[src/hw/rtl/nmk_mul.sv]
// Two-stage signed multiplier built from four registered partial products.
`timescale 1ns / 1ps

module nmk_mul #(
  parameter int AW = 48,
  parameter int BW = 33
) (
  input  logic                    clk,
  input  logic                    en1,
  input  logic                    en2,
  input  logic signed [AW-1:0]    a,
  input  logic signed [BW-1:0]    b,
  output logic signed [AW+BW-1:0] p
);

  localparam int LA = AW / 2;
  localparam int LB = BW / 2;
  localparam int HA = AW - LA;
  localparam int HB = BW - LB;
  localparam int PW = AW + BW;

  logic signed [LA:0]   a_lo;
  logic signed [HA-1:0] a_hi;
  logic signed [LB:0]   b_lo;
  logic signed [HB-1:0] b_hi;

  logic signed [LA+LB+1:0] pp_ll;
  logic signed [LA+HB:0]   pp_lh;
  logic signed [HA+LB:0]   pp_hl;
  logic signed [HA+HB-1:0] pp_hh;

  // low halves are unsigned: prepend a zero sign bit
  assign a_lo = $signed({1'b0, a[LA-1:0]});
  assign a_hi = a[AW-1:LA];
  assign b_lo = $signed({1'b0, b[LB-1:0]});
  assign b_hi = b[BW-1:LB];

  always_ff @(posedge clk) begin
    if (en1) begin
      pp_ll <= a_lo * b_lo;
      pp_lh <= a_lo * b_hi;
      pp_hl <= a_hi * b_lo;
      pp_hh <= a_hi * b_hi;
    end
  end

  always_ff @(posedge clk) begin
    if (en2) begin
      p <= PW'(pp_ll)
         + (PW'(pp_lh) <<< LB)
         + (PW'(pp_hl) <<< LA)
         + (PW'(pp_hh) <<< (LA + LB));
    end
  end

endmodule

[config.mk]
export PLATFORM = sky130hd
export DESIGN_NAME = nmk_mul
export DESIGN_NICKNAME = d
export VERILOG_FILES = /design/src/hw/rtl/nmk_mul.sv
export SDC_FILE = /design/constraint.sdc
export NUM_CORES = 2
export LEC_CHECK = 0
export BUFFER_PORTS_ARGS = -buffer_cell sky130_fd_sc_hd__buf_4
export CAP_MARGIN = 10
export CORE_MARGIN = 3
export CORE_UTILIZATION = 40
export CTS_BUF_LIST = sky130_fd_sc_hd__clkbuf_8
export DETAILED_ROUTE_END_ITERATION = 7
export HOLD_SLACK_MARGIN = 0.08
export SLEW_MARGIN = 10
export SYNTH_ARGS = -nofsm -noshare
export SYNTH_HDL_FRONTEND = slang
export SYNTH_SLANG_ARGS = --single-unit
export TNS_END_PERCENT = 50
[constraint.sdc]
create_clock -name clk -period 9.6 [get_ports clk]
set_input_delay 1.44 -clock clk [delete_from_list [all_inputs] [get_ports clk]]
set_output_delay 1.44 -clock clk [all_outputs]
set_load 0.02 [all_outputs]
After elaboration in Yosys (flattened, before gate mapping):

Cells that the tools add are included.

* flip-flop bits (word level): 245
* input bits: 84
* output and inout port bits: 81

* multiply operators: 4
* add/sub/neg operators: 3

Operators with widths (count)
* 24-bit by 17-bit multiplier with 41-bit output: 2
* 66-bit by 81-bit adder with 81-bit output: 1
* 59-bit by 65-bit adder with 66-bit output: 1
* 41-bit by 58-bit adder with 59-bit output: 1
* 25-bit by 17-bit multiplier with 42-bit output: 1
* 24-bit by 16-bit multiplier with 40-bit output: 1

Longest topological paths before layout:

* depth in word-level cells: 3
* gate-level depth with buffers: 26
* gate-level depth less buffers: 25

Least setup slack after synthesis:

Ideal clock, no wire load.

* path kind: input -> register
* start point: input b[2]
* end point: register pp_hl[39] (data pin)
* library setup time: 0.257 ns
* stages on the path: 25
* path slack: 1.951 ns
* data arrival time: 7.392 ns
* cells stage by stage: clkbuf_1 -> clkbuf_1 -> nand2_1 -> fa_1 -> inv_1 -> fa_1 -> inv_1 -> fa_1 -> inv_1 -> fa_1 -> fa_1 -> inv_1 -> fa_1 -> inv_1 -> ha_1 -> a21oi_1 -> o21ai_0 -> a21oi_1 -> o21ai_1 -> a221o_1 -> o31ai_1 -> o211ai_1 -> a21o_1 -> a21o_1 -> xor2_1

* cells in the longest elaborated chain, start to end: 1

RTL lines
* start: declaration: RTL line 12 `input logic signed [BW-1:0] b,`
* 24-bit by 17-bit multiplier with 41-bit output: RTL line 42 `pp_hl <= a_hi * b_lo;`
* end signal: assignment: RTL line 42
* end: declaration: RTL line 29 `logic signed [HA+LB:0] pp_hl;`

No other way between the ends.
A chain may end at the register's enable or synchronous reset.

Worst setup path after layout:

* start point: input b[18]
* end point: register pp_hh[40] (data pin)

* cells in the longest elaborated chain, start to end: 1

RTL lines
* 24-bit by 17-bit multiplier with 41-bit output: RTL line 43 `pp_hh <= a_hi * b_hi;`
* end signal: assignment: RTL line 43
* end: declaration: RTL line 30 `logic signed [HA+HB-1:0] pp_hh;`

No other way between the ends.

==> flow_summary_export.csv <==
group,metric,value,unit
routing,routed_wl,183,mm
routing,drtAntennaViolNets,0,
setup_path,slowest_delay,0.57,ns
grt,grt_pass1_wl,296,mm
sta,rsz0062_at_grt,"no",
synth,synthCells,7049,
cts,cts_buffer_depth,3,
cells_and_area,fillers,16200,
sta,relSlewSlack,36.9,%
routing,vias,47300,
sta,finalHoldViolCount,0,
cts,clock_latency,0.74,ns
floorplanning,io_pins,165,
setup_path,worst_setup_path_end_kind,"register",
routing,dr.pass1.iters,5,
hold_path,min_path_type,"reg -> reg",
synth,synth_area,0.0663,sq mm
synth,synth_nets,9129,
sta,whs,0.410,ns
grt,grt_max_degree,63,
floorplanning,die_area,0.171,sq mm
setup_path,crit_type,"in -> reg",
synth,yosysUniqueCellTypes,73,
setup_path,cp.required,10.14,ns
setup_path,slowest_stage,"a2111oi_2",
floorplanning,core,0.164,sq mm
placed_design,io_buffers,164,
cts,cts_tree,"done",
synth,postSynth.asyncResetShare,0,%
placed_design,place_congestion,0.870,
grt,overflow,0,
synth,post_synth.cell_area_avg,9.41,sq um
placed_design,place_hpwl,140,mm
cts,cts_root_buffer,"clkbuf_8",
grt,grt_pass1_vias,52000,
sta,fin_crit_sh,82.3,%
synth,synth_ff_type,"edfxtp_1",
setup_path,arrival,8.44,ns
sta,finalClockSkew,0.0660,ns
grt,antenna_found_initial,24,
routing,wire_per_inst,20.0,um
synth,synth_seq_area_share,11.1,%
cts,cts_resized,0,
synth,synth-seq-cells,245,
cts,hold_buffers,0,
cts,cts_buffers,52,
floorplanning,initial_core_util,40.5,%
cts,h-tree-depth,2,
sta,slew_violations,0,
routing,drc,0,
sta,final.setup.tns,0,ns
cts,clk_transition_reported_paths,0.06,ns
routing,drtIter0Drc,2852,
routing,drt-vias-per-instance,5.15,
run,maxCapViolCount,0,
setup_path,cpMostUsedCell,"fa_1",
floorplanning,die_y,413,um
cts,post-cts-setup-buffers,0,
cells_and_area,mostFrequentLayoutCell,"inv_1",
sta,finalSetupViolCount,0,
sta,layout_min_cycle_time,7.90,ns
synth,yosys_warnings,0,
floorplanning,die_x,413,um
grt,grtUsageTotal,22.4,%
floorplanning,rows,148,
synth,synth_edf_count,245,
cells_and_area,drive_gt1_share,4.17,%
sta,worst_pin_slew,0.946,ns
cells_and_area,final_cell_mix,"inv_1 (1648), fa_1 (1470), nand2_1 (968), and2_1 (672), ha_1 (526)",
setup_path,start_kind,"primary input",
setup_path,path_max_fanout,37,
cells_and_area,area_growth,6.22,%
cells_and_area,nets,9037,
cts,cts.sinks,245,
status,status,"completed",
sta,fmax,127,MHz
==> cells by family after synthesis <==
| family | count (synthesis) | share of synthesized area [%] |
|---|---|---|
| AO/OA/AOI/OAI | 599 | 5.85 |
| XOR/XNOR | 202 | 2.67 |
| adder cells (fa/ha/maj) | 1996 | 54.3 |
| buffers and inverters | 1979 | 11.2 |
| flip-flops | 245 | 11.1 |
| multiplexers | 6 | 0.0906 |
| AND/OR/NAND/NOR | 2022 | 14.8 |
==> cell usage after synthesis, types with 7 or more instances <==
library cell	count	area (sq um)
edfxtp_1	245	7360
nand2_1	968	3630
o211ai_1	14	105
a21oi_1	189	946
nand3_1	31	155
o21bai_1	34	255
and3_1	23	144
fa_1	1470	29400
xnor2_1	135	1180
and2_1	672	4200
nor2b_1	28	175
o31ai_1	17	128
a211oi_1	19	143
inv_1	1640	6160
or3_1	9	56.3
a21o_1	93	698
a31oi_1	19	119
xor2_1	67	587
o21ai_0	76	380
or2_2	7	43.8
o21ai_1	29	145
nor3_1	50	250
clkbuf_1	333	1250
nor2_1	147	552
nand4_1	27	169
o21a_1	36	270
nand2b_1	36	225
ha_1	526	6580
==> final timing paths <==
check                 start         to  slack [ns]  cells after the start
setup / recovery      b[18]  pp_hh[40]        1.70                     25
hold / removal     pp_ll[2]       p[2]        0.41                      0
setup reg to reg  pp_ll[21]      p[76]        4.78                     12
hold reg to reg    pp_ll[2]       p[2]        0.41                      0
==> per-layer routing <==
metal / vias to the layer above / GRT usage [%] / wire length (um)
li1: 20900 / - / -
met1: 24700 / 30.1 / 78200
met2: 1471 / 37.3 / 86700
met3: 268 / 4.37 / 14200
met4: 12 / 5.35 / 4190
met5: - / 0 / 77
==> through the flow <==
stage | worst slack [ns] | area (sq um) | util (%) | instances
3_3_place_gp | 0.987 | 69200 | 42.3 | 9078
3_5_place_dp | 0.990 | 69200 | 42.3 | 9078
4_1_cts | 1.79 | 70400 | 43.0 | 9175
2_1_floorplan | 1.95 | 66300 | - | 7049
6_report | 1.70 | 70400 | 43.0 | 9187
5_1_grt | 1.27 | 70400 | 43.0 | 9178
==> critical path: cells and delay by family <==
kind | cells | cell delay (ns)
compound gates | 8 | 2.20
buf+inv | 7 | 1.02
fa+ha+maj | 7 | 3.35
simple gates | 2 | 0.24
mux | 1 | 0.15
==> sequential cells by signal (all words and copies together), names as in the netlist <==
register and cells:
pp_hl 41, pp_hh 41, pp_lh 42, p 81
pp_ll 40
==> cell type report <==
class | count | area (sq um) | share of cell area, %
multi-input combinational | 4825 | 51500 | 73.1
sequential | 245 | 7360 | 10.4
inverter | 1641 | 6160 | 8.75
tap | 2175 | 2720 | 3.86
timing repair buffer | 192 | 1450 | 2.05
clock buffer | 54 | 743 | 1.06
clock inverter | 43 | 457 | 0.648
antenna | 12 | 30.0 | 0.0426
Power is not shown: default switching activity piles up to over one toggle a cycle in this logic, so the estimate is an artifact.
