[config.mk]
export PLATFORM = sky130hd
export DESIGN_NAME = nmk_rndsat
export DESIGN_NICKNAME = d
export VERILOG_FILES = /design/src/hw/rtl/nmk_rndsat.sv
export SDC_FILE = /design/constraint.sdc
export NUM_CORES = 1
export LEC_CHECK = 0
export BUFFER_PORTS_ARGS = -buffer_cell sky130_fd_sc_hd__buf_2
export CORE_ASPECT_RATIO = 1.5
export CORE_UTILIZATION = 45
export DETAILED_ROUTE_END_ITERATION = 8
export GPL_TIMING_DRIVEN = 0
export PLACE_DENSITY = 0.77
export SLEW_MARGIN = 20
export SYNTH_ARGS = -nofsm -noshare
export SYNTH_HDL_FRONTEND = slang
export SYNTH_SLANG_ARGS = --single-unit
[constraint.sdc]
create_clock -name clk -period 3.5 [get_ports clk]
set_input_delay 0.175 -clock clk [delete_from_list [all_inputs] [get_ports clk]]
set_output_delay 0.175 -clock clk [all_outputs]
set_load 0.02 [all_outputs]
[src/hw/rtl/nmk_rndsat.sv]
// Registered round-to-nearest and saturate stage for a wide signed sum.
`timescale 1ns / 1ps

module nmk_rndsat #(
  parameter int IW   = 82,
  parameter int OW   = 32,
  parameter int FRAC = 24
) (
  input  logic                 clk,
  input  logic                 en,
  input  logic signed [IW-1:0] sum,
  output logic signed [OW-1:0] res,
  output logic                 clip
);

  localparam logic signed [IW:0]   HALF = (IW+1)'(1) <<< (FRAC - 1);
  localparam logic signed [OW-1:0] OMAX = {1'b0, {(OW-1){1'b1}}};
  localparam logic signed [OW-1:0] OMIN = {1'b1, {(OW-1){1'b0}}};

  logic signed [IW:0]      rnd;
  logic [IW-FRAC:0]        sh;
  logic [IW-FRAC:OW-1]     top_bits;
  logic                    in_range;
  logic signed [OW-1:0]    res_next;

  always_comb begin
    rnd      = (IW+1)'(sum) + HALF;
    sh       = rnd[IW:FRAC];
    top_bits = sh[IW-FRAC:OW-1];
    // in range when every bit above the result's sign matches it
    in_range = (&top_bits) | ~(|top_bits);
    if (in_range) begin
      res_next = $signed(sh[OW-1:0]);
    end else if (sh[IW-FRAC]) begin
      res_next = OMIN;
    end else begin
      res_next = OMAX;
    end
  end

  always_ff @(posedge clk) begin
    if (en) begin
      res  <= res_next;
      clip <= ~in_range;
    end
  end

endmodule

**Word-level counts from Yosys, hierarchy flattened**

Index checks and enable logic that the tools add are counted.

- Register bits: 33
- Bits of input ports: 84
- Logic and storage cells: 10
- Output and inout bits: 33

- Bitwise operators: 3
- Add/sub/neg operators: 1
- Mux-type cells: 2
- Reduce and logical (&&, ||, !) cells: 2

Operator list:

| operator | number |
|---|---|
| 82-bit by 25-bit adder with 83-bit output, second input constant | 1 |
| 32-bit 2-to-1 mux | 2 |
| 28-bit AND reduction | 1 |
| 28-bit OR reduction | 1 |
| 1-bit inverter | 2 |
| 1-bit bitwise OR | 1 |

**Longest topological paths before layout**

- Depth after elaboration: 5
- Depth in mapped cells: 12
- Depth with buffers taken out: 10

**Worst setup path after synthesis**

Ideal clock, no wire load.

- Path type: input port to flip-flop
- Start: input sum[23]
- End: register res[10] (data pin)
- Buffers on the path: 1
- Data required time: 3.230 ns
- Library setup time: 0.270 ns
- Arrival time: 3.375 ns
- Stages on the path: 11
- Slack: -0.145 ns
- Cells stage by stage: ha_1 > nand4_2 > nor4_4 > nand3_1 > o21a_1 > or4b_1 > or4b_1 > or4_4 > o21ai_4 > buf_8 > mux2i_1

- Word-level cells in the longest chain between the ends: 5
- Elaborated cells on any way between the ends: 7
- Classes of those cells: 1 x add/sub; 2 x mux; 2 x bitwise; 2 x reduce/logical

Ends and longest elaborated chain:

| element | line | text |
|---|---|---|
| start, declared | 11 | `input logic signed [IW-1:0] sum,` |
| 82-bit by 25-bit adder with 83-bit output * | 27 | `rnd = (IW+1)'(sum) + HALF;` |
| 28-bit OR reduction | 31 | `in_range = (&top_bits) \| ~(\|top_bits);` |
| 1-bit inverter | 31 |  |
| 1-bit bitwise OR | 31 |  |
| 32-bit 2-to-1 mux * | 32 | `if (in_range) begin` |
| net res_next[10] | 24 | `logic signed [OW-1:0] res_next;` |
| end signal, assigned | 43 | `res <= res_next;` |
| end, declared | 12 | `output logic signed [OW-1:0] res,` |

Mark *: on every way through the listed nets, which the timed path passes. The rest lies on a longest branch.
A chain may end at the register's enable or synchronous reset.

**Worst setup path after layout**

- Start: input sum[37]
- End: register res[17] (data pin)

Same word-level chain as after synthesis.

==> metrics list <==
- Status: completed
* Width of the die: 69.54 µm
- Reg clk slew, reported paths: 70 ps
- Part of the total power dissipated in the clock network: 0.270
* Final estimated routing congestion in global placement: between 0.9 and 1
- The synthesized design contains 33 enable-type register cells.
* Cell-internal power: 0.7037 mW
- TritonCTS clock tree: done
* Number of buffers on the longest clock path: 2
- Among all stages on the critical path, the largest delay is contributed by or4b_4.
* Area after detailed placement: 3615 µm²
- The die covers 7184 µm².
* Leakage power figure: 1.456 nW
- Core Footprint: 6576 µm²
* Total overflow reported by the global router: 0
* Initial Util: 0.4682
* Required time at the worst-slack endpoint: approximately 3600 ps
* Slowest cell delay on critical path: 550 ps
- Entering global routing, the biggest net connects 34 pins.
* Final std cell area, no fill: 4071 µm²
* Comb power frac: 0.259
* Max-cap violations: 0
- The share of total power dissipated in sequential elements is 0.471.
* Number of distinct standard cells referenced by the synthesized netlist: 50
- Across every metal layer, demand over resource in global routing totals 0.2591.
- The Yosys step of the flow raised 0 warnings.
- Syn-to-layout area delta: 32.22%
- Critical path type: input pin to flop
* Port bufs: 87
- HPWL after DPL: approximately 7200 µm
* Data arrival, critical path: around 3600 ps
- Switching share of total power: 0.3038
- Worst-path maximum fanout: 8
- Static timing analysis puts the maximum clock frequency at 0.2871 GHz.
- Final setup violating endpoints: 0
* Power Dens Cells: 248.3 nW/µm²
* Number of standard-cell rows in the floorplan: 36
* Synth Register Bits: 33
* Proportion of netlist area held by the largest area contributor: 0.3218
- Number of DRC violations after detailed-routing iteration 0: 189
- Broken down by cell family, the worst path's largest delay share belongs to simple AND/OR/NAND/NOR gates.
- At the pin with the least slew margin, the transition time is 718.3 ps.
* Cells along the critical path: buf_2, nand4_1, nor4_4, buf_4, nand4_1, xor2_1, or4b_1, or4b_4, or4_4, o21ai_4, clkbuf_16, mux2i_1
- Most numerous cell on the critical path: nand4_1
- Worst vdd ir: approximately 110 µV
- Top cells by area, synth: edfxtp_1 32%, mux2i_1 10%, xor2_1 6.8%
* Type of element capturing the critical path: flop
* Async set-or-reset flop fraction in the synthesized netlist: 0
- Cts bufs inserted: 5
* Hold_ws: 300.7 ps
- The first global-routing pass estimated 14,320 µm of wire.
* Post-Syn Area per Cell: 9.303 µm²
* Switching power of the nets: 0.3072 mW
* Synthesized instance count: 331
* Worst hold-check path type: input pin to flop
- The final layout contains 533 nets.
* Area of the mapped netlist: 3079 µm²
- Share of post-route cells with drive strength above 1: 0.3408
* Antenna violations before repair: 0
- Of all cell types, the one taking the most synthesized area is edfxtp_1.
* Via count normalized by instance count: 6.211
- Sink Count: 33
- CTS H-Tree Depth: 2
* DRC: 0
- Max Slew Vio Count: 0
* Most used flip-flop cell after synthesis: edfxtp_1
- Critical path launch point type: input pin
- The final route contains 3,261 vias.
* Final min period: around 3500 ps
- Initial DRT Pass Iterations: 5
- The final layout contains routed wiring with a total length of 9686 µm.
- Final ANT Viol Nets: 0
- The commonest cells after synthesis are 33 x edfxtp_1, 32 x mux2i_1, 32 x nand3_1, 28 x nand4_1, 24 x xor2_1.
- The worst pin sits at a relative slew slack of 0.5211.
- The die is 103.3 µm tall.
- Layout Utilization: 0.6191
* Drt wl/cell: 18.45 µm
* Final-report hold violation count: 0
- Top-level I/O count: 117
- Post-route clock period utilization: 0.9950
- After clock tree synthesis, the flow added hold-fix buffers numbering 0.
* Vias in the first global route: between 2,000 and 3,000
- The repair_antennas step left the layout with diodes totalling 0.
- For this run, the register share of the synthesized area comes to 0.3218.
* Number of buffer and inverter instances along the worst setup path: 3
* Clock root cell: clkbuf_8
* Most numerous cell in the Yosys netlist: edfxtp_1
- Net Count, Synth: 416
cell families after synthesis:
family | Yosys count | synth area share
compound gates | 33 | 0.08167
buf+inv | 22 | 0.03779
xor+xnor | 43 | 0.1223
fa+ha+maj | 1 | 0.004063
mux | 33 | 0.1077
simple gates | 166 | 0.3247
flops | 33 | 0.3218
layer usage:
| layer | up-vias | wire [µm] | GRT usage |
|---|---|---|---|
| li1 | 1526 | - | - |
| met1 | 1496 | 3329 | 0.2578 |
| met2 | 183 | 5132 | 0.4892 |
| met3 | 56 | 572 | 0.02810 |
| met4 | 0 | 651 | 0.2119 |
| met5 | - | 0 | 0 |
registers in the layout (all words and copies together) (netlist names):
name / cells
clip: 1
res: 32
final timing paths:
path    start           endpoint  slack (ps)  depth (start not counted)
max   sum[37]  res[17]$_DFFE_PP_          20                         12
min   sum[54]  res[30]$_DFFE_PP_         300                          3
cell usage in the layout (no fill, tap or decap), types with 5 or more instances in the layout:
cell,instances
and3_1,11
nand3_1,30
nor3_1,8
clkbuf_1,9
mux2i_1,32
xnor2_1,19
nand2_1,23
buf_4,22
nor2_1,15
nor4_4,7
and4_1,11
edfxtp_1,33
o21ai_0,5
inv_1,5
a21oi_1,5
buf_2,87
clkbuf_8,5
clkbuf_2,5
xor2_1,24
nand4_1,28
tightest hold or removal path, cell delays in order:
cell     delay (ps)
buf_2           100
xnor2_1          70
mux2i_1         110
power groups by stage:
stage	Clock [mW]	Sequential, mW	Combinational [mW]
6_report	0.273	0.476	0.262
5_1_grt	0.292	0.479	0.281
4_1_cts	0.273	0.476	0.250
3_5_place_dp	0	0.484	0.243
3_3_place_gp	0	0.484	0.239
2_1_floorplan	0	0.526	0.0819
layout make-up:
type                            count  area (µm²)
Multi-Input combinational cell    276        2115
Clock buffer                        8       80.08
Timing Repair Buffer              111       670.6
Buffer                             15       97.59
Inverter                            6       22.52
Fill cell                         555        2505
Sequential cell                    33       991.0
Tap cell                           76       95.09
stage by stage:
step | std cells | power [mW] | worst slack (ps) | setup TNS [ps]
6_report | 525 | 1.011 | 17.33 | 0
5_1_grt | 525 | 1.052 | -11.50 | -75.99
4_1_cts | 509 | 0.9991 | 18.53 | 0
3_5_place_dp | 494 | 0.7270 | -788.1 | -23990
3_3_place_gp | 494 | 0.7229 | -745.9 | -22920
2_1_floorplan | 331 | 0.6082 | 19.36 | 0
what timing repair did:
| item | CTS | global route |
|---|---|---|
| endpoints found under the setup margin | 32 | 30 |
| pin swaps | 4 | 14 |
| setup buffers | 7 | 14 |
| gates resized for setup | 14 | 20 |
| gates cloned | 0 | 3 |
| hold endpoints to repair | 0 | 0 |
No activity file was read; power rests on OpenSTA's default activity.
